`config.mk`:
```
export PLATFORM = sky130hd
export DESIGN_NAME = tick_driven_task_scheduler_unit_flat
export DESIGN_NICKNAME = d
export VERILOG_FILES = /design/src/rtl/tds_pkg.sv /design/src/rtl/tds_if.sv /design/src/rtl/tick_driven_task_scheduler_unit.sv /design/src/flat_wrapper.sv
export SDC_FILE = /design/constraint.sdc
export NUM_CORES = 1
export LEC_CHECK = 0
export ABC_AREA = 1
export BUFFER_PORTS_ARGS = -buffer_cell sky130_fd_sc_hd__buf_2
export CAP_MARGIN = 20
export CORE_MARGIN = 4
export CORE_UTILIZATION = 50
export CTS_CLUSTER_DIAMETER = 60
export DETAILED_ROUTE_END_ITERATION = 8
export GPL_TIMING_DRIVEN = 0
export PLACE_DENSITY = 0.69
export SLEW_MARGIN = 20
export SYNTH_ARGS = -nofsm -noshare
export SYNTH_HDL_FRONTEND = slang
export SYNTH_SLANG_ARGS = --single-unit
```
`constraint.sdc`:
```
create_clock -name clk -period 6.3 [get_ports clk]
set_clock_uncertainty 0.05 [all_clocks]
set_input_delay 0 -clock clk [delete_from_list [all_inputs] [get_ports clk]]
set_output_delay 0 -clock clk [all_outputs]
set_load 0.03 [all_outputs]
```
`src/rtl/tds_pkg.sv`:
```
// Shared types and constants of the tick-driven task scheduler.
package tds_pkg;

  localparam int NUM_SLOTS_DEF = 8;
  localparam int PID_W = 16;
  localparam int SLOT_OUT_W = 6;

  localparam logic [2:0] KIND_TICK = 3'd0;
  localparam logic [2:0] KIND_CREATE = 3'd1;
  localparam logic [2:0] KIND_DESTROY = 3'd2;
  localparam logic [2:0] KIND_STOP = 3'd3;
  localparam logic [2:0] KIND_START = 3'd4;

  localparam logic [1:0] STAT_OK = 2'd0;
  localparam logic [1:0] STAT_FULL = 2'd1;
  localparam logic [1:0] STAT_EMPTY = 2'd2;
  localparam logic [1:0] STAT_NOPID = 2'd3;

  localparam logic [1:0] PH_READY = 2'd0;
  localparam logic [1:0] PH_RUNNING = 2'd1;
  localparam logic [1:0] PH_WAITING = 2'd2;
  localparam logic [1:0] PH_TERMINATED = 2'd3;

  typedef struct packed {
    logic [PID_W-1:0] pid;
    logic [1:0]       phase;
    logic [15:0]      period;
    logic [31:0]      stamp;
  } slot_ent_t;

endpackage

```
`src/rtl/tds_if.sv`:
```
// Valid/ready channel interfaces for command items and result items.
interface tds_in_if;
  logic                      valid;
  logic                      ready;
  logic [2:0]                kind;
  logic [tds_pkg::PID_W-1:0] target_pid;
  logic [15:0]               wake_interval;
  modport source (output valid, kind, target_pid, wake_interval, input ready);
  modport sink (input valid, kind, target_pid, wake_interval, output ready);
endinterface

interface tds_out_if;
  logic                           valid;
  logic                           ready;
  logic [tds_pkg::PID_W-1:0]      running_pid;
  logic [tds_pkg::SLOT_OUT_W-1:0] running_slot;
  logic                           switch_request;
  logic [1:0]                     status;
  modport source (output valid, running_pid, running_slot, switch_request, status,
                  input ready);
  modport sink (input valid, running_pid, running_slot, switch_request, status,
                output ready);
endinterface

```
`src/rtl/tick_driven_task_scheduler_unit.sv`:
```
// Task scheduler top level: slot table memory, ready ring memory and sequencer.
//
//   channel   direction  contents
//   in_ch     sink       kind, target_pid, wake_interval
//   out_ch    source     running_pid, running_slot, switch_request, status
//
// One item at a time; the slot table is walked entry by entry (read, then
// modify and write back).
// Reset is synchronous; per-slot valid bits make the table read as free at once.
// A result waits in an output register, and a new item is taken meanwhile.
module tick_driven_task_scheduler_unit #(
  parameter int NUM_SLOTS = tds_pkg::NUM_SLOTS_DEF
) (
  input logic clk,
  input logic rst_n,
  tds_in_if.sink in_ch,
  tds_out_if.source out_ch
);
  import tds_pkg::*;

  localparam int IW = $clog2(NUM_SLOTS);
  localparam int CW = $clog2(NUM_SLOTS + 1);

  typedef enum logic [11:0] {
    S_IDLE     = 12'b000000000001,
    S_SCAN_RD  = 12'b000000000010,
    S_SCAN_EX  = 12'b000000000100,
    S_SCAN_END = 12'b000000001000,
    S_POP_RD   = 12'b000000010000,
    S_POP_SLOT = 12'b000000100000,
    S_POP_EX   = 12'b000001000000,
    S_OLD      = 12'b000010000000,
    S_NEW      = 12'b000100000000,
    S_CREATE   = 12'b001000000000,
    S_FIN      = 12'b010000000000,
    S_OUT      = 12'b100000000000
  } state_t;

  typedef enum logic [1:0] {
    M_WAKE  = 2'd0,
    M_FREE  = 2'd1,
    M_MATCH = 2'd2,
    M_FINAL = 2'd3
  } mode_t;

  slot_ent_t slot_mem [NUM_SLOTS];
  logic [IW-1:0] ring_mem [NUM_SLOTS];

  state_t state_r, state_nxt;
  mode_t mode_r, mode_nxt;
  logic [IW-1:0] idx_r, idx_nxt;
  logic [PID_W-1:0] key_r, key_nxt;
  logic found_r, found_nxt;
  logic [IW-1:0] mslot_r, mslot_nxt;
  slot_ent_t mdata_r, mdata_nxt;
  logic [IW-1:0] nslot_r, nslot_nxt;
  slot_ent_t nent_r, nent_nxt;
  logic [2:0] kind_r, kind_nxt;
  logic [15:0] wint_r, wint_nxt;
  logic [NUM_SLOTS-1:0] vld_r, vld_nxt;
  logic [IW-1:0] head_r, head_nxt, tail_r, tail_nxt;
  logic [CW-1:0] cnt_r, cnt_nxt;
  logic [31:0] tick_r, tick_nxt;
  logic [PID_W-1:0] pid_src_r, pid_src_nxt, cur_pid_r, cur_pid_nxt;
  logic sw_r, sw_nxt;
  logic [1:0] stat_r, stat_nxt;
  logic [PID_W-1:0] res_pid_r, res_pid_nxt;
  logic [SLOT_OUT_W-1:0] res_slot_r, res_slot_nxt;
  logic out_valid_r, out_valid_nxt;
  logic [PID_W-1:0] o_pid_r, o_pid_nxt;
  logic [SLOT_OUT_W-1:0] o_slot_r, o_slot_nxt;
  logic o_sw_r, o_sw_nxt;
  logic [1:0] o_stat_r, o_stat_nxt;

  logic [IW-1:0] raddr;
  slot_ent_t rdata_r;
  logic rvld_r;
  logic [IW-1:0] ring_rd_r;
  logic s_we;
  logic [IW-1:0] s_waddr;
  slot_ent_t s_wdata;
  logic push_req;
  logic [IW-1:0] push_idx;
  logic ring_we;
  slot_ent_t ent;
  slot_ent_t wk;
  logic is_match;
  logic due;

  function automatic logic [IW-1:0] ring_next(input logic [IW-1:0] p);
    ring_next = (p == IW'(NUM_SLOTS - 1)) ? '0 : p + 1'b1;
  endfunction

  always_ff @(posedge clk) begin
    rdata_r <= slot_mem[raddr];
    rvld_r <= vld_r[raddr];
    ring_rd_r <= ring_mem[head_r];
    if (s_we) begin
      slot_mem[s_waddr] <= s_wdata;
    end
    if (ring_we) begin
      ring_mem[tail_r] <= push_idx;
    end
  end

  always_comb begin
    ent = rdata_r;
    if (!rvld_r) begin
      ent.pid = '0;
      ent.phase = PH_READY;
    end
  end

  always_comb begin
    state_nxt = state_r;
    mode_nxt = mode_r;
    idx_nxt = idx_r;
    key_nxt = key_r;
    found_nxt = found_r;
    mslot_nxt = mslot_r;
    mdata_nxt = mdata_r;
    nslot_nxt = nslot_r;
    nent_nxt = nent_r;
    kind_nxt = kind_r;
    wint_nxt = wint_r;
    vld_nxt = vld_r;
    head_nxt = head_r;
    tail_nxt = tail_r;
    cnt_nxt = cnt_r;
    tick_nxt = tick_r;
    pid_src_nxt = pid_src_r;
    cur_pid_nxt = cur_pid_r;
    sw_nxt = sw_r;
    stat_nxt = stat_r;
    res_pid_nxt = res_pid_r;
    res_slot_nxt = res_slot_r;
    out_valid_nxt = out_valid_r && !out_ch.ready;
    o_pid_nxt = o_pid_r;
    o_slot_nxt = o_slot_r;
    o_sw_nxt = o_sw_r;
    o_stat_nxt = o_stat_r;
    raddr = idx_r;
    s_we = 1'b0;
    s_waddr = idx_r;
    s_wdata = ent;
    push_req = 1'b0;
    push_idx = idx_r;
    ring_we = 1'b0;
    wk = ent;
    is_match = 1'b0;
    due = 1'b0;

    case (state_r)
      S_IDLE: begin
        if (in_ch.valid) begin
          kind_nxt = in_ch.kind;
          wint_nxt = in_ch.wake_interval;
          sw_nxt = 1'b0;
          stat_nxt = STAT_OK;
          idx_nxt = '0;
          found_nxt = 1'b0;
          state_nxt = S_SCAN_RD;
          case (in_ch.kind)
            KIND_TICK: begin
              mode_nxt = M_WAKE;
              key_nxt = cur_pid_r;
            end
            KIND_CREATE: begin
              mode_nxt = M_FREE;
              key_nxt = '0;
              pid_src_nxt = (pid_src_r == {PID_W{1'b1}}) ? PID_W'(1) : pid_src_r + 1'b1;
            end
            KIND_DESTROY: begin
              mode_nxt = M_MATCH;
              key_nxt = in_ch.target_pid;
            end
            KIND_STOP: begin
              mode_nxt = M_MATCH;
              key_nxt = cur_pid_r;
            end
            KIND_START: begin
              state_nxt = S_POP_RD;
            end
            default: begin
              state_nxt = S_FIN;
            end
          endcase
        end
      end
      S_SCAN_RD: begin
        state_nxt = S_SCAN_EX;
      end
      S_SCAN_EX: begin
        due = ({1'b0, ent.stamp} + {17'b0, ent.period}) <= {1'b0, tick_r};
        if (mode_r == M_WAKE && ent.pid != '0 && ent.phase == PH_WAITING && due) begin
          wk.phase = PH_READY;
          s_we = 1'b1;
          s_wdata = wk;
          push_req = 1'b1;
        end
        if (mode_r == M_FREE) begin
          is_match = (ent.pid == '0);
        end else begin
          is_match = (key_r != '0) && (ent.pid == key_r);
        end
        if (is_match && !found_r) begin
          found_nxt = 1'b1;
          mslot_nxt = idx_r;
          mdata_nxt = wk;
        end
        if (idx_r == IW'(NUM_SLOTS - 1)) begin
          state_nxt = S_SCAN_END;
        end else begin
          idx_nxt = idx_r + 1'b1;
          state_nxt = S_SCAN_RD;
        end
      end
      S_SCAN_END: begin
        case (mode_r)
          M_WAKE: begin
            tick_nxt = tick_r + 1'b1;
            state_nxt = S_POP_RD;
          end
          M_FREE: begin
            if (found_r) begin
              state_nxt = S_CREATE;
            end else begin
              res_pid_nxt = '0;
              res_slot_nxt = '0;
              stat_nxt = STAT_FULL;
              state_nxt = S_OUT;
            end
          end
          M_MATCH: begin
            state_nxt = S_FIN;
            if (!found_r) begin
              stat_nxt = STAT_NOPID;
            end else if (kind_r == KIND_DESTROY) begin
              vld_nxt[mslot_r] = 1'b0;
            end else begin
              s_we = 1'b1;
              s_waddr = mslot_r;
              s_wdata = mdata_r;
              s_wdata.phase = PH_TERMINATED;
            end
          end
          default: begin
            res_pid_nxt = cur_pid_r;
            res_slot_nxt = found_r ? SLOT_OUT_W'(mslot_r) : '0;
            state_nxt = S_OUT;
          end
        endcase
      end
      S_POP_RD: begin
        if (cnt_r == '0) begin
          stat_nxt = STAT_EMPTY;
          state_nxt = S_FIN;
        end else begin
          state_nxt = S_POP_SLOT;
        end
      end
      S_POP_SLOT: begin
        raddr = ring_rd_r;
        nslot_nxt = ring_rd_r;
        head_nxt = ring_next(head_r);
        cnt_nxt = cnt_r - 1'b1;
        state_nxt = S_POP_EX;
      end
      S_POP_EX: begin
        nent_nxt = ent;
        if (ent.pid == '0) begin
          stat_nxt = STAT_EMPTY;
          state_nxt = S_FIN;
        end else if (kind_r == KIND_TICK && found_r) begin
          state_nxt = (nslot_r == mslot_r) ? S_FIN : S_OLD;
        end else begin
          state_nxt = S_NEW;
        end
      end
      S_OLD: begin
        s_waddr = mslot_r;
        s_wdata = mdata_r;
        push_idx = mslot_r;
        if (mdata_r.phase == PH_RUNNING) begin
          s_we = 1'b1;
          if (mdata_r.period != '0) begin
            s_wdata.phase = PH_WAITING;
            s_wdata.stamp = tick_r;
          end else begin
            s_wdata.phase = PH_READY;
            push_req = 1'b1;
          end
        end else if (mdata_r.phase == PH_TERMINATED) begin
          vld_nxt[mslot_r] = 1'b0;
        end
        state_nxt = S_NEW;
      end
      S_NEW: begin
        s_we = 1'b1;
        s_waddr = nslot_r;
        s_wdata = nent_r;
        s_wdata.phase = PH_RUNNING;
        cur_pid_nxt = nent_r.pid;
        sw_nxt = 1'b1;
        state_nxt = S_FIN;
      end
      S_CREATE: begin
        s_we = 1'b1;
        s_waddr = mslot_r;
        s_wdata.pid = pid_src_r;
        s_wdata.phase = PH_READY;
        s_wdata.period = wint_r;
        s_wdata.stamp = tick_r;
        vld_nxt[mslot_r] = 1'b1;
        push_req = 1'b1;
        push_idx = mslot_r;
        res_pid_nxt = pid_src_r;
        res_slot_nxt = SLOT_OUT_W'(mslot_r);
        state_nxt = S_OUT;
      end
      S_FIN: begin
        mode_nxt = M_FINAL;
        key_nxt = cur_pid_r;
        idx_nxt = '0;
        found_nxt = 1'b0;
        state_nxt = S_SCAN_RD;
      end
      S_OUT: begin
        if (!out_valid_r || out_ch.ready) begin
          out_valid_nxt = 1'b1;
          o_pid_nxt = res_pid_r;
          o_slot_nxt = res_slot_r;
          o_sw_nxt = sw_r;
          o_stat_nxt = stat_r;
          state_nxt = S_IDLE;
        end
      end
      default: begin
        state_nxt = S_IDLE;
      end
    endcase

    if (push_req && cnt_r < CW'(NUM_SLOTS)) begin
      ring_we = 1'b1;
      tail_nxt = ring_next(tail_r);
      cnt_nxt = cnt_r + 1'b1;
    end
  end

  always_ff @(posedge clk) begin
    if (!rst_n) begin
      state_r <= S_IDLE;
      vld_r <= '0;
      head_r <= '0;
      tail_r <= '0;
      cnt_r <= '0;
      tick_r <= '0;
      pid_src_r <= '0;
      cur_pid_r <= '0;
      out_valid_r <= 1'b0;
    end else begin
      state_r <= state_nxt;
      vld_r <= vld_nxt;
      head_r <= head_nxt;
      tail_r <= tail_nxt;
      cnt_r <= cnt_nxt;
      tick_r <= tick_nxt;
      pid_src_r <= pid_src_nxt;
      cur_pid_r <= cur_pid_nxt;
      out_valid_r <= out_valid_nxt;
    end
  end

  always_ff @(posedge clk) begin
    mode_r <= mode_nxt;
    idx_r <= idx_nxt;
    key_r <= key_nxt;
    found_r <= found_nxt;
    mslot_r <= mslot_nxt;
    mdata_r <= mdata_nxt;
    nslot_r <= nslot_nxt;
    nent_r <= nent_nxt;
    kind_r <= kind_nxt;
    wint_r <= wint_nxt;
    sw_r <= sw_nxt;
    stat_r <= stat_nxt;
    res_pid_r <= res_pid_nxt;
    res_slot_r <= res_slot_nxt;
    o_pid_r <= o_pid_nxt;
    o_slot_r <= o_slot_nxt;
    o_sw_r <= o_sw_nxt;
    o_stat_r <= o_stat_nxt;
  end

  assign in_ch.ready = (state_r == S_IDLE);
  assign out_ch.valid = out_valid_r;
  assign out_ch.running_pid = o_pid_r;
  assign out_ch.running_slot = o_slot_r;
  assign out_ch.switch_request = o_sw_r;
  assign out_ch.status = o_stat_r;

endmodule

```
`src/flat_wrapper.sv`:
```
// flat-port wrapper written by rule: the top's interface ports become plain ports
module tick_driven_task_scheduler_unit_flat import tds_pkg::*;
#(
  parameter int NUM_SLOTS = tds_pkg::NUM_SLOTS_DEF
)
  (clk, rst_n, in_ch_valid, in_ch_kind, in_ch_target_pid, in_ch_wake_interval, in_ch_ready, out_ch_valid, out_ch_running_pid, out_ch_running_slot, out_ch_switch_request, out_ch_status, out_ch_ready);
  tds_in_if in_ch_i ();
  tds_out_if out_ch_i ();
  input logic clk;
  input logic rst_n;
  input wire logic [$bits(in_ch_i.valid)-1:0] in_ch_valid;
  input wire logic [$bits(in_ch_i.kind)-1:0] in_ch_kind;
  input wire logic [$bits(in_ch_i.target_pid)-1:0] in_ch_target_pid;
  input wire logic [$bits(in_ch_i.wake_interval)-1:0] in_ch_wake_interval;
  output wire logic [$bits(in_ch_i.ready)-1:0] in_ch_ready;
  output wire logic [$bits(out_ch_i.valid)-1:0] out_ch_valid;
  output wire logic [$bits(out_ch_i.running_pid)-1:0] out_ch_running_pid;
  output wire logic [$bits(out_ch_i.running_slot)-1:0] out_ch_running_slot;
  output wire logic [$bits(out_ch_i.switch_request)-1:0] out_ch_switch_request;
  output wire logic [$bits(out_ch_i.status)-1:0] out_ch_status;
  input wire logic [$bits(out_ch_i.ready)-1:0] out_ch_ready;
  assign in_ch_i.valid = in_ch_valid;
  assign in_ch_i.kind = in_ch_kind;
  assign in_ch_i.target_pid = in_ch_target_pid;
  assign in_ch_i.wake_interval = in_ch_wake_interval;
  assign in_ch_ready = in_ch_i.ready;
  assign out_ch_valid = out_ch_i.valid;
  assign out_ch_running_pid = out_ch_i.running_pid;
  assign out_ch_running_slot = out_ch_i.running_slot;
  assign out_ch_switch_request = out_ch_i.switch_request;
  assign out_ch_status = out_ch_i.status;
  assign out_ch_i.ready = out_ch_ready;
  tick_driven_task_scheduler_unit #(.NUM_SLOTS(NUM_SLOTS)) u_core (.clk(clk), .rst_n(rst_n), .in_ch(in_ch_i), .out_ch(out_ch_i));
endmodule
```
**Word level (Yosys, flattened, before mapping)**

Memory sizes are Yosys's and may differ from the RTL's. A register that Yosys moved wholly into a read port is not among the register bits.
Index checks and enable logic that the tools add are counted.

- Flip-flop bits (word level): 323
- Word-level logic and storage cells: 231
- Memories: 2
- RAM bits: 552

Memories:

| name | depth | width | rd ports | clocked after Yosys merged registers in | write ports | RTL line | source |
|---|---|---|---|---|---|---|---|
| u_core.slot_mem | 8 | 66 | 1 | 1 | 1 | tick_driven_task_scheduler_unit.sv:46 | `slot_ent_t slot_mem [NUM_SLOTS];` |
| u_core.ring_mem | 8 | 3 | 1 | 1 | 1 | tick_driven_task_scheduler_unit.sv:47 | `logic [IW-1:0] ring_mem [NUM_SLOTS];` |

- Reduce and logical (&&, ||, !) cells: 48
- Order comparisons: 5
- Bitwise operators: 3
- Mux-type cells: 87
- $add $sub $neg: 8
- Equal/unequal tests: 45

Operators with widths:

| cell | count |
|---|---|
| $pmux 66 s5 | 1 |
| $mux 66 | 3 |
| $pmux 12 s12 | 1 |
| $pmux 16 s2 | 3 |
| $mux 32 | 2 |
| $mux 12 | 5 |
| $mux 50 | 1 |
| $mux 16 | 3 |
| $pmux 16 s3 | 1 |
| $reduce_bool 16->1 | 3 |
| $mux 8 | 5 |
| $pmux 12 s3 | 1 |
| $add 32x16->33 | 1 |
| $le 33x32->1 | 1 |
| $add 32x1->32 const B | 1 |
| $mux 3 | 10 |
| $pmux 6 s2 | 2 |
| $pmux 8 s3 | 1 |
| $mux 11 | 2 |
| $pmux 11 s2 | 1 |
| $mux 1 | 20 |
| $mux 18 | 1 |
| $pmux 3 s3 | 2 |
| $reduce_and 3->1 | 6 |
| other kinds (61) | 119 |

**Logic depth before layout (Yosys ltp)**

Gate-level depths: netlist of run 1.

- Word-level depth: 11
- Gate-level depth with buffers: 36
- Gate-level depth less buffers: 35

**Worst setup path before layout of run 1**

Ideal clock, no wire load.

- Path kind: flip-flop to flip-flop
- From: reg, netlist name u_core.ent[0]
- To: mem u_core.slot_mem[0][0] (netlist bit) (enable)
- Stages on the path, launching flop included: 24
- Path slack: -0.528 ns
- Clock period less this slack: 6.828 ns
- Data arrival time: 6.287 ns
- Data required time: 5.760 ns
- Cells stage by stage: dfxtp_1 ha_1 inv_1 fa_1 o21ai_1 nand2_1 nand3_1 nand2_1 nand2_1 inv_1 nor4_2 nand4_1 nor4_1 xor2_1 ha_1 nand2_1 nor4_1 nor3b_1 nand4_1 nand2_1 nand3_1 nand4_1 nand2_1 nor2_1

- Cells in the longest elaborated chain, start to end: 7

RTL lines:

| element | RTL line | source |
|---|---|---|
| $add 32x16->33 | tick_driven_task_scheduler_unit.sv:194 | `due = ({1'b0, ent.stamp} + {17'b0, ent.period}) <= {1'b0, tick_r};` |
| $le 33x32->1 | tick_driven_task_scheduler_unit.sv:194 |  |
| $logic_and 1x1->1 | tick_driven_task_scheduler_unit.sv:195 | `if (mode_r == M_WAKE && ent.pid != '0 && ent.phase == PH_WAITING && due) begin` |
| $mux 1 | tick_driven_task_scheduler_unit.sv:195 |  |
| $pmux 1 s4 | tick_driven_task_scheduler_unit.sv:153 | `case (state_r)` |
| $mux 1 | tick_driven_task_scheduler_unit.sv:98 | `if (s_we) begin` |
| $mux 1 (not written as such) | tick_driven_task_scheduler_unit.sv:99 | `slot_mem[s_waddr] <= s_wdata;` |
| end: declaration | tick_driven_task_scheduler_unit.sv:46 |  |

No other way between the ends.

**Worst setup path after layout of run 1**

- From: reg, netlist name u_core.ent[0]
- To: mem u_core.slot_mem[4][32] (netlist bit) (enable)

- Cells in the longest elaborated chain, start to end: 7

RTL lines:

| element | RTL line |
|---|---|
| $add 32x16->33 | tick_driven_task_scheduler_unit.sv:194 |
| $le 33x32->1 | tick_driven_task_scheduler_unit.sv:194 |
| $logic_and 1x1->1 | tick_driven_task_scheduler_unit.sv:195 |
| $mux 1 | tick_driven_task_scheduler_unit.sv:195 |
| $pmux 1 s4 | tick_driven_task_scheduler_unit.sv:153 |
| $mux 1 | tick_driven_task_scheduler_unit.sv:98 |
| $mux 1 (not written as such) | tick_driven_task_scheduler_unit.sv:99 |

No other way between the ends.

==> results of run 1 <==
-- registers in the layout, indices dropped and copies added, names as in the netlist, 18 cells and up, named ones only --
signal           flops
u_core.tick_r       32
u_core.ent          48
u_core.rdata_r      18
u_core.slot_mem    528
u_core.mdata_r      66
u_core.nent_r       64
u_core.ring_mem     24
-- per-stage QoR --
step                instances  instance area, sq um  hold slack [ns]
floorplan                3225                 38300           0.0489
detailed placement       4349                 40700            0.129
global placement         4317                 39900            0.130
global route             4587                 44600           0.0124
finish                   4588                 44600           0.0256
CTS                      4579                 44500         0.000916
-- synth_stat cells, drive strengths merged (2+ instances only) --
cell type and n:
edfxtp 773, nand2 422, nor2 374, o21ai 346, inv 197, dfxtp 165
o21bai 137, clkbuf 124, a21oi 104, a31oi 76, nand3 72, o22ai 70
ha 58, o2111ai 49, nor3 46, xor2 32, buf 28, nor4 25
nand4 22, o31ai 18, a22oi 16, a211oi 15, xnor2 13, o21a 10
nor3b 6, or2 4, clkinv 3, a21o 2, fa 2, o211ai 2
o221ai 2
-- area by class of cell --
cell class | instances | area share
Sequential cell | 938 | 0.594
Multi-Input combinational cell | 1935 | 0.236
Clock buffer | 134 | 0.0612
Timing Repair Buffer | 152 | 0.0354
Tap cell | 1030 | 0.0289
Inverter | 200 | 0.0169
Buffer | 152 | 0.0137
Clock inverter | 46 | 0.0134
Antenna cell | 1 | 0.0000561
-- worst max-delay path by stage --
stage / from / endpoint / slack, ns / cells after the start
after floorplan: u_core.ent[0]$_DFF_P_ / u_core.slot_mem[0][0]$_DFFE_PP_ / -0.53 / 23
after global placement: u_core.ent[32]$_DFF_P_ / u_core.slot_mem[7][22]$_DFFE_PP_ / -3.99 / 23
after detailed placement: u_core.ent[32]$_DFF_P_ / u_core.slot_mem[7][22]$_DFFE_PP_ / 0.15 / 25
after CTS: u_core.ent[32]$_DFF_P_ / u_core.slot_mem[7][36]$_DFFE_PP_ / 0.12 / 25
after global routing: u_core.ent[0]$_DFF_P_ / u_core.cnt_r[3]$_SDFFE_PN0P_ / -0.02 / 31
final: u_core.ent[0]$_DFF_P_ / u_core.slot_mem[4][32]$_DFFE_PP_ / 0.38 / 26
-- routing by layer --
metal	vias up	wire [um]
met5	-	0
met4	0	3720
met3	191	7970
met2	1046	46700
met1	12783	41300
li1	12211	-
-- kinds of logic (layout without fill, tap and decap cells) --
| family | count (synthesis) | count (layout) | synth area share |
|---|---|---|---|
| adders and majority gates | 60 | 60 | 0.0200 |
| other | 1 | 4 | 0.0000979 |
| AOI/OAI and AO/OA | 852 | 852 | 0.135 |
| xor gates and xnor gates | 45 | 45 | 0.0103 |
| DFF | 938 | 938 | 0.692 |
| buffers and inverters | 352 | 684 | 0.0356 |
| and+or+nand+nor | 975 | 975 | 0.107 |
-- worst reg2reg max path, stage by stage, from the launching register on --
cell	delay, ns
dfxtp_1	0.40
ha_1	0.20
inv_1	0.06
fa_1	0.46
o21ai_1	0.26
nand2_1	0.08
nand3_1	0.17
nand2_1	0.07
nand2_1	0.17
inv_1	0.13
nor4_2	0.24
nand4_1	0.23
nor4_2	0.22
xor2_1	0.13
ha_1	0.31
nand2_1	0.08
nor4_1	0.16
nor3b_1	0.23
nand4_1	0.11
nand2_1	0.23
nand3_1	0.11
nand4_1	0.17
nand2_1	0.27
nor2_4	0.37
buf_12	0.24
buf_12	0.22
buf_12	0.21
-- power groups by stage --
| stage | Clock (W) | Sequential [W] | Combinational [W] |
|---|---|---|---|
| 6_report | 0.00589 | 0.00811 | 0.00511 |
| 3_5_place_dp | 0 | 0.00821 | 0.00497 |
| 5_1_grt | 0.00623 | 0.00813 | 0.00566 |
| 2_1_floorplan | 0 | 0.00799 | 0.00341 |
| 3_3_place_gp | 0 | 0.00820 | 0.00485 |
| 4_1_cts | 0.00595 | 0.00809 | 0.00503 |
-- timing repair --
item / CTS / global route
endpoints found under the hold margin: 106 / 0
hold buffers: 50 / 0
setup endpoints to repair: 0 / 199
setup buffers: 0 / 8
gates resized for setup: 0 / 4
-- cells in the final DEF (no fill, tap or decap), types with 12 or more instances in the layout --
| cell | instances |
|---|---|
| nand2_1 | 415 |
| nor2_1 | 354 |
| dfxtp_1 | 164 |
| ha_1 | 58 |
| clkbuf_16 | 98 |
| o21bai_1 | 137 |
| o2111ai_1 | 49 |
| buf_2 | 81 |
| nor2_4 | 12 |
| clkbuf_8 | 14 |
| o21ai_0 | 316 |
| o31ai_1 | 18 |
| edfxtp_1 | 773 |
| a211oi_1 | 14 |
| nand3_1 | 72 |
| clkinv_1 | 12 |
| o21ai_1 | 28 |
| a22oi_1 | 16 |
| buf_12 | 16 |
| inv_1 | 189 |
| o22ai_1 | 70 |
| buf_16 | 13 |
| dlygate4sd3_1 | 50 |
| nor4_1 | 21 |
| nor3_1 | 40 |
| buf_4 | 15 |
| clkbuf_1 | 146 |
| a21oi_1 | 103 |
| xor2_1 | 32 |
| nand4_1 | 22 |
| xnor2_1 | 13 |
| a31oi_1 | 76 |
==> qor.yml, run 1 <==
status: "finished clean"
antenna_found_initial: 0
cp_top_family: "simple AND/OR/NAND/NOR gates"
wl_per_cell_um: 21.7
io_buffers: 62
final_antenna_net_count: 0
total_power_w: 0.0191
place.gp.congestion: 0.896
p_leak_nw: 15.3
hpwlAfterDp_um: 70200
synth-seq-cells: 938
vias: 26231
hold_end: "u_core.wint_r[7]$_DFFE_PP_"
setup_ws_ns: 0.377
final_nets: 3574
grt_max_degree: 49
crit_path_start_kind: "flip-flop"
synth.cell_area_sq_um: 38300
final_layout_size_suffix_gt1_frac: 0.0928
ir_worst_vdd_v: 0.000248
worstSetupPathType: "reg -> reg"
synth.distinct_cells: 54
setup_viol: 0
regToRegSetupSlack_ns: 0.38
r2r_cells: 26
whs_path_depth: 2
grt.busiest_layer: "met2"
swShare: 0.330
path_max_fanout: 22
cp_num_buf_inv: 5
yosys.area.top_type_share: 0.606
gr-usage-met3: 0.0474
core_sq_um: 75900
required_ns: 6.59
rows: 101
hold_viol: 0
combPwrFrac: 0.267
cp.arrival_ns: 6.22
dp_slack_ns: 0.152
finalMaxSlewViolations: 0
cts-root-buf: "clkbuf_16"
cts-htree-levels: 3
syn_inst: 3223
initial_core_util: 0.504
wl_um: 99700
power_switching_w: 0.00630
grt_pass1_vias: 25559
hold_path.class: "in -> reg"
die-area_sq_um: 81100
clkLatencyLatePin_ns: 0.66
hold_path_startpoint: "in_ch_wake_interval[7]"
end_kind: "flip-flop"
maxSlewHeadroom: 0.234
die_h_um: 285
clk_pin_slew_ns: 0.06
cts.sinks: 938
route.detailed.drc: 0
r2r-end: "u_core.slot_mem[4][32]$_DFFE_PP_"
synth_ff_type: "edfxtp_1"
p_clk_frac: 0.308
grt.met2_usage: 0.393
r2r-start: "u_core.ent[0]$_DFF_P_"
die_w_um: 285
drt-initial-drc-count: 2558
detailedRoute.firstPassIterationCount: 6
grt_usage: 0.241
cp_common_cell: "nand2_1"
powerDensity_nw_per_um2: 428
ys_seq_area_frac: 0.692
final.fill_count: 6055
post-route-util: 0.587
cts_buffers: 96
ys_async_sr_fraction: 0
multiInputGateArea_sq_um: 10500
cpPeakStageDelay_ns: 0.46
min_period_ns: 5.92
fin_crit_sh: 0.940
maxCapViolCount: 0
ys_top_cells_by_area: "edfxtp_1 61%, dfxtp_1 8.6%, o21ai_0 4.1%"
seqCellArea_sq_um: 26500
synth_edf_count: 773
fmax_mhz: 169
use_met1: 0.322
cts_tree: "yes"
overflow: 0
syn_avg_cell_area_sq_um: 11.9
crit_path_top_delay_cell: "fa_1"
internal_power_w: 0.0128
drt-vias-per-instance: 5.72
yosysWarnings: 0
clockBufferDepth: 3
tightestPinTransition_ns: 1.15
grt_pass1_wl_um: 150000
final.setup.tns_ns: 0
syn_to_final_growth_pct: 16.5
io_pins: 66
seqPwrFrac: 0.425
yosysTopAreaCell: "edfxtp_1"
No activity file was read; power rests on OpenSTA's default activity.
==> run 2, diff against run 1 <==
Settings changed: ABC_AREA 1 to not set.
==> run 2 against run 1 <==
- global-route usage fell by 1.9 points
- largest power group unchanged
- critical path depth rose by 2
- flip-flop and latch count did not move
==> qor.yml, run 2 <==
grt_max_degree: 26  # -47%
yosysTopAreaCell: "edfxtp_1"
synth.cell_area_sq_um: 37500  # -2.1%
whs_ns: 0.0185  # -0.00714 ns
status: "finished clean"
cp.arrival_ns: 6.42  # +0.20 ns
drt-initial-drc-count: 2266  # -11%
swShare: 0.281  # -0.0485
internal_power_w: 0.0125  # -2.6%
cts_tree: "yes"
ir_worst_vdd_v: 0.000314  # +27%
synth_ff_type: "edfxtp_1"
place.gp.congestion: 0.861  # -3.9%
crit_path_top_delay_cell: "fa_1"
hold_viol: 0  # unchanged
wl_um: 87900  # -12%
die_w_um: 282  # -1.0%
finalMaxSlewViolations: 0  # unchanged
tightestPinTransition_ns: 1.13  # -0.0166 ns
vias: 21148  # -19%
cts-root-buf: "clkbuf_16"
fin_crit_sh: 0.949  # +0.00904
combPwrFrac: 0.223  # -0.044
io_buffers: 61  # -1.6%
cts-htree-levels: 3  # unchanged
dp_cells: 3338  # -23%
cpPeakStageDelay_ns: 0.46  # about the same
ys_seq_area_frac: 0.708  # +0.0152
mostFrequentLayoutCells: "773 x edfxtp_1, 174 x nand2_1, 163 x dfxtp_1"
overflow: 0  # unchanged
final_nets: 2630  # -26%
grt_usage: 0.223  # -0.0188
syn_to_final_growth_pct: 17.3
synth.most_common_cell: "edfxtp_1"
power_switching_w: 0.00488  # -23%
p_leak_nw: 14.7  # -4.2%
worstSetupPathType: "reg -> reg"
clkLatencyLatePin_ns: 0.66  # about the same
largest_register_ffs: 528  # unchanged
crit_path_start_kind: "flip-flop"
syn_avg_cell_area_sq_um: 16.5  # +39%
wl_per_cell_um: 24.6  # +13%
final_antenna_net_count: 0  # unchanged
final.setup.tns_ns: 0  # unchanged
min_period_ns: 5.98  # +0.0569 ns
top_register: "u_core.slot_mem"
fmax_mhz: 167  # -0.95%
syn_inst: 2265  # -30%
initial_core_util: 0.504  # about the same
end_kind: "flip-flop"
seqPwrFrac: 0.451  # +0.026
ys_async_sr_fraction: 0  # unchanged
die_h_um: 282  # -1.0%
maxCapViolCount: 0  # unchanged
cts.sinks: 938  # unchanged
hold_path.class: "in -> reg"
ys_top_cells_by_area: "edfxtp_1 62%, dfxtp_1 8.8%, mux4_2 8.4%"
clockBufferDepth: 3  # unchanged
route.detailed.drc: 0  # unchanged
hpwlAfterDp_um: 59200  # -16%
detailedRoute.firstPassIterationCount: 6  # unchanged
post-route-util: 0.592  # +0.00423
rows: 100  # -0.99%
die-area_sq_um: 79400  # -2.1%
layout_commonest_cell: "edfxtp_1"
yosysWarnings: 0  # unchanged
synth.distinct_cells: 76  # +41%
p_clk_frac: 0.326  # +0.018
synth_edf_count: 773  # unchanged
synth-seq-cells: 938  # unchanged
maxSlewHeadroom: 0.239  # +0.00523
powerDensity_nw_per_um2: 395  # -7.9%
cts_buffers: 93  # -3.1%
grt_pass1_vias: 21612  # -15%
grt_pass1_wl_um: 133000  # -12%
synth_commonest_cells: "773 x edfxtp_1, 174 x nand2_1, 165 x dfxtp_1"
setup_viol: 0  # unchanged
drt-vias-per-instance: 5.91  # +3.3%
io_pins: 66  # unchanged
final_cells: 3580  # -22%
core_sq_um: 74300  # -2.1%
antenna_found_initial: 3  # +3
clk_pin_slew_ns: 0.07  # about the same
reg_top3: "u_core.slot_mem (528), u_core.mdata_r (66), u_core.nent_r (64)"
required_ns: 6.74  # +0.15 ns
path_max_fanout: 7  # -68%
yosys.area.top_type_share: 0.620  # +0.0133
final_layout_size_suffix_gt1_frac: 0.211  # +0.118
run 2: repair_timing:
| action | CTS | global route |
|---|---|---|
| hold buffers | 48 | 0 |
| endpoints found under the hold margin | 70 | 0 |
| resized for setup | 10 | 12 |
| pin swaps | 9 | 8 |
| buffers inserted | 17 | 2 |
| setup endpoints to repair | 552 | 563 |
run 2: path summary, 6_finish.rpt:
check	start	endpoint	slack (ns)	cells past startpoint
worst min-delay path	in_ch_wake_interval[14]	u_core.wint_r[14]$_DFFE_PP_	0.02	2
worst min register to register	u_core.res_slot_r[2]$_DFFE_PP_	u_core.out_ch.running_slot[2]$_DFFE_PP_	0.37	0
worst max register to register	u_core.ent[0]$_DFF_P_	u_core.cnt_r[3]$_SDFFE_PN0P_	0.32	28
worst max-delay path	u_core.ent[0]$_DFF_P_	u_core.cnt_r[3]$_SDFFE_PN0P_	0.32	28
run 2: final cells by class:
type                    count  area (sq um)
well taps                 969          1210
flip-flops and latches    938         26500
diodes                      1          2.50
clock buffers             126          2600
clock inverters            48           562
inverters                  58           219
multi-input cells        1171         10500
fillers                  5514         30400
repair buffers            169          1900
plain buffers             100           460
run 2: power groups by stage:
stage	logic, W	clock network (W)	registers (W)
after floorplan	0.00282	0	0.00776
after global placement	0.00365	0	0.00793
after detailed placement	0.00378	0	0.00794
after CTS	0.00385	0.00574	0.00781
after global routing	0.00428	0.00602	0.00785
final	0.00387	0.00566	0.00782
run 2: per-stage QoR:
| step | power (W) | setup slack [ns] | area, sq um |
|---|---|---|---|
| 3_5_place_dp | 0.0117 | -1.25 | 40100 |
| 2_1_floorplan | 0.0106 | -0.285 | 37500 |
| 5_1_grt | 0.0181 | -0.0475 | 44000 |
| 6_report | 0.0174 | 0.320 | 44000 |
| 4_1_cts | 0.0174 | 0.00644 | 43900 |
| 3_3_place_gp | 0.0116 | -3.25 | 39000 |
run 2: logic make-up after synthesis:
| family | synth area share |
|---|---|
| adders and majority gates | 0.0204 |
| DFF | 0.708 |
| muxes | 0.111 |
| buffers and inverters | 0.0180 |
| and+or+nand+nor | 0.0666 |
| AOI/OAI and AO/OA | 0.0549 |
| xor gates and xnor gates | 0.0213 |
| other | 0.000100 |
run 2: critical path, delay by kind of cell (launching register included):
family,cells,cell delay (ns)
AO/OA/AOI/OAI,10,1.99
XOR/XNOR,2,0.33
adder cells (fa/ha/maj),4,1.24
buffers and inverters,3,0.46
flip-flops,1,0.37
AND/OR/NAND/NOR,9,1.37
run 2: per-layer routing:
metal	part of all wire	vias up	track usage
li1	-	9429	-
met1	0.41	10762	0.303
met2	0.48	772	0.365
met3	0.068	183	0.0400
met4	0.037	2	0.0795
met5	0.00015	-	0
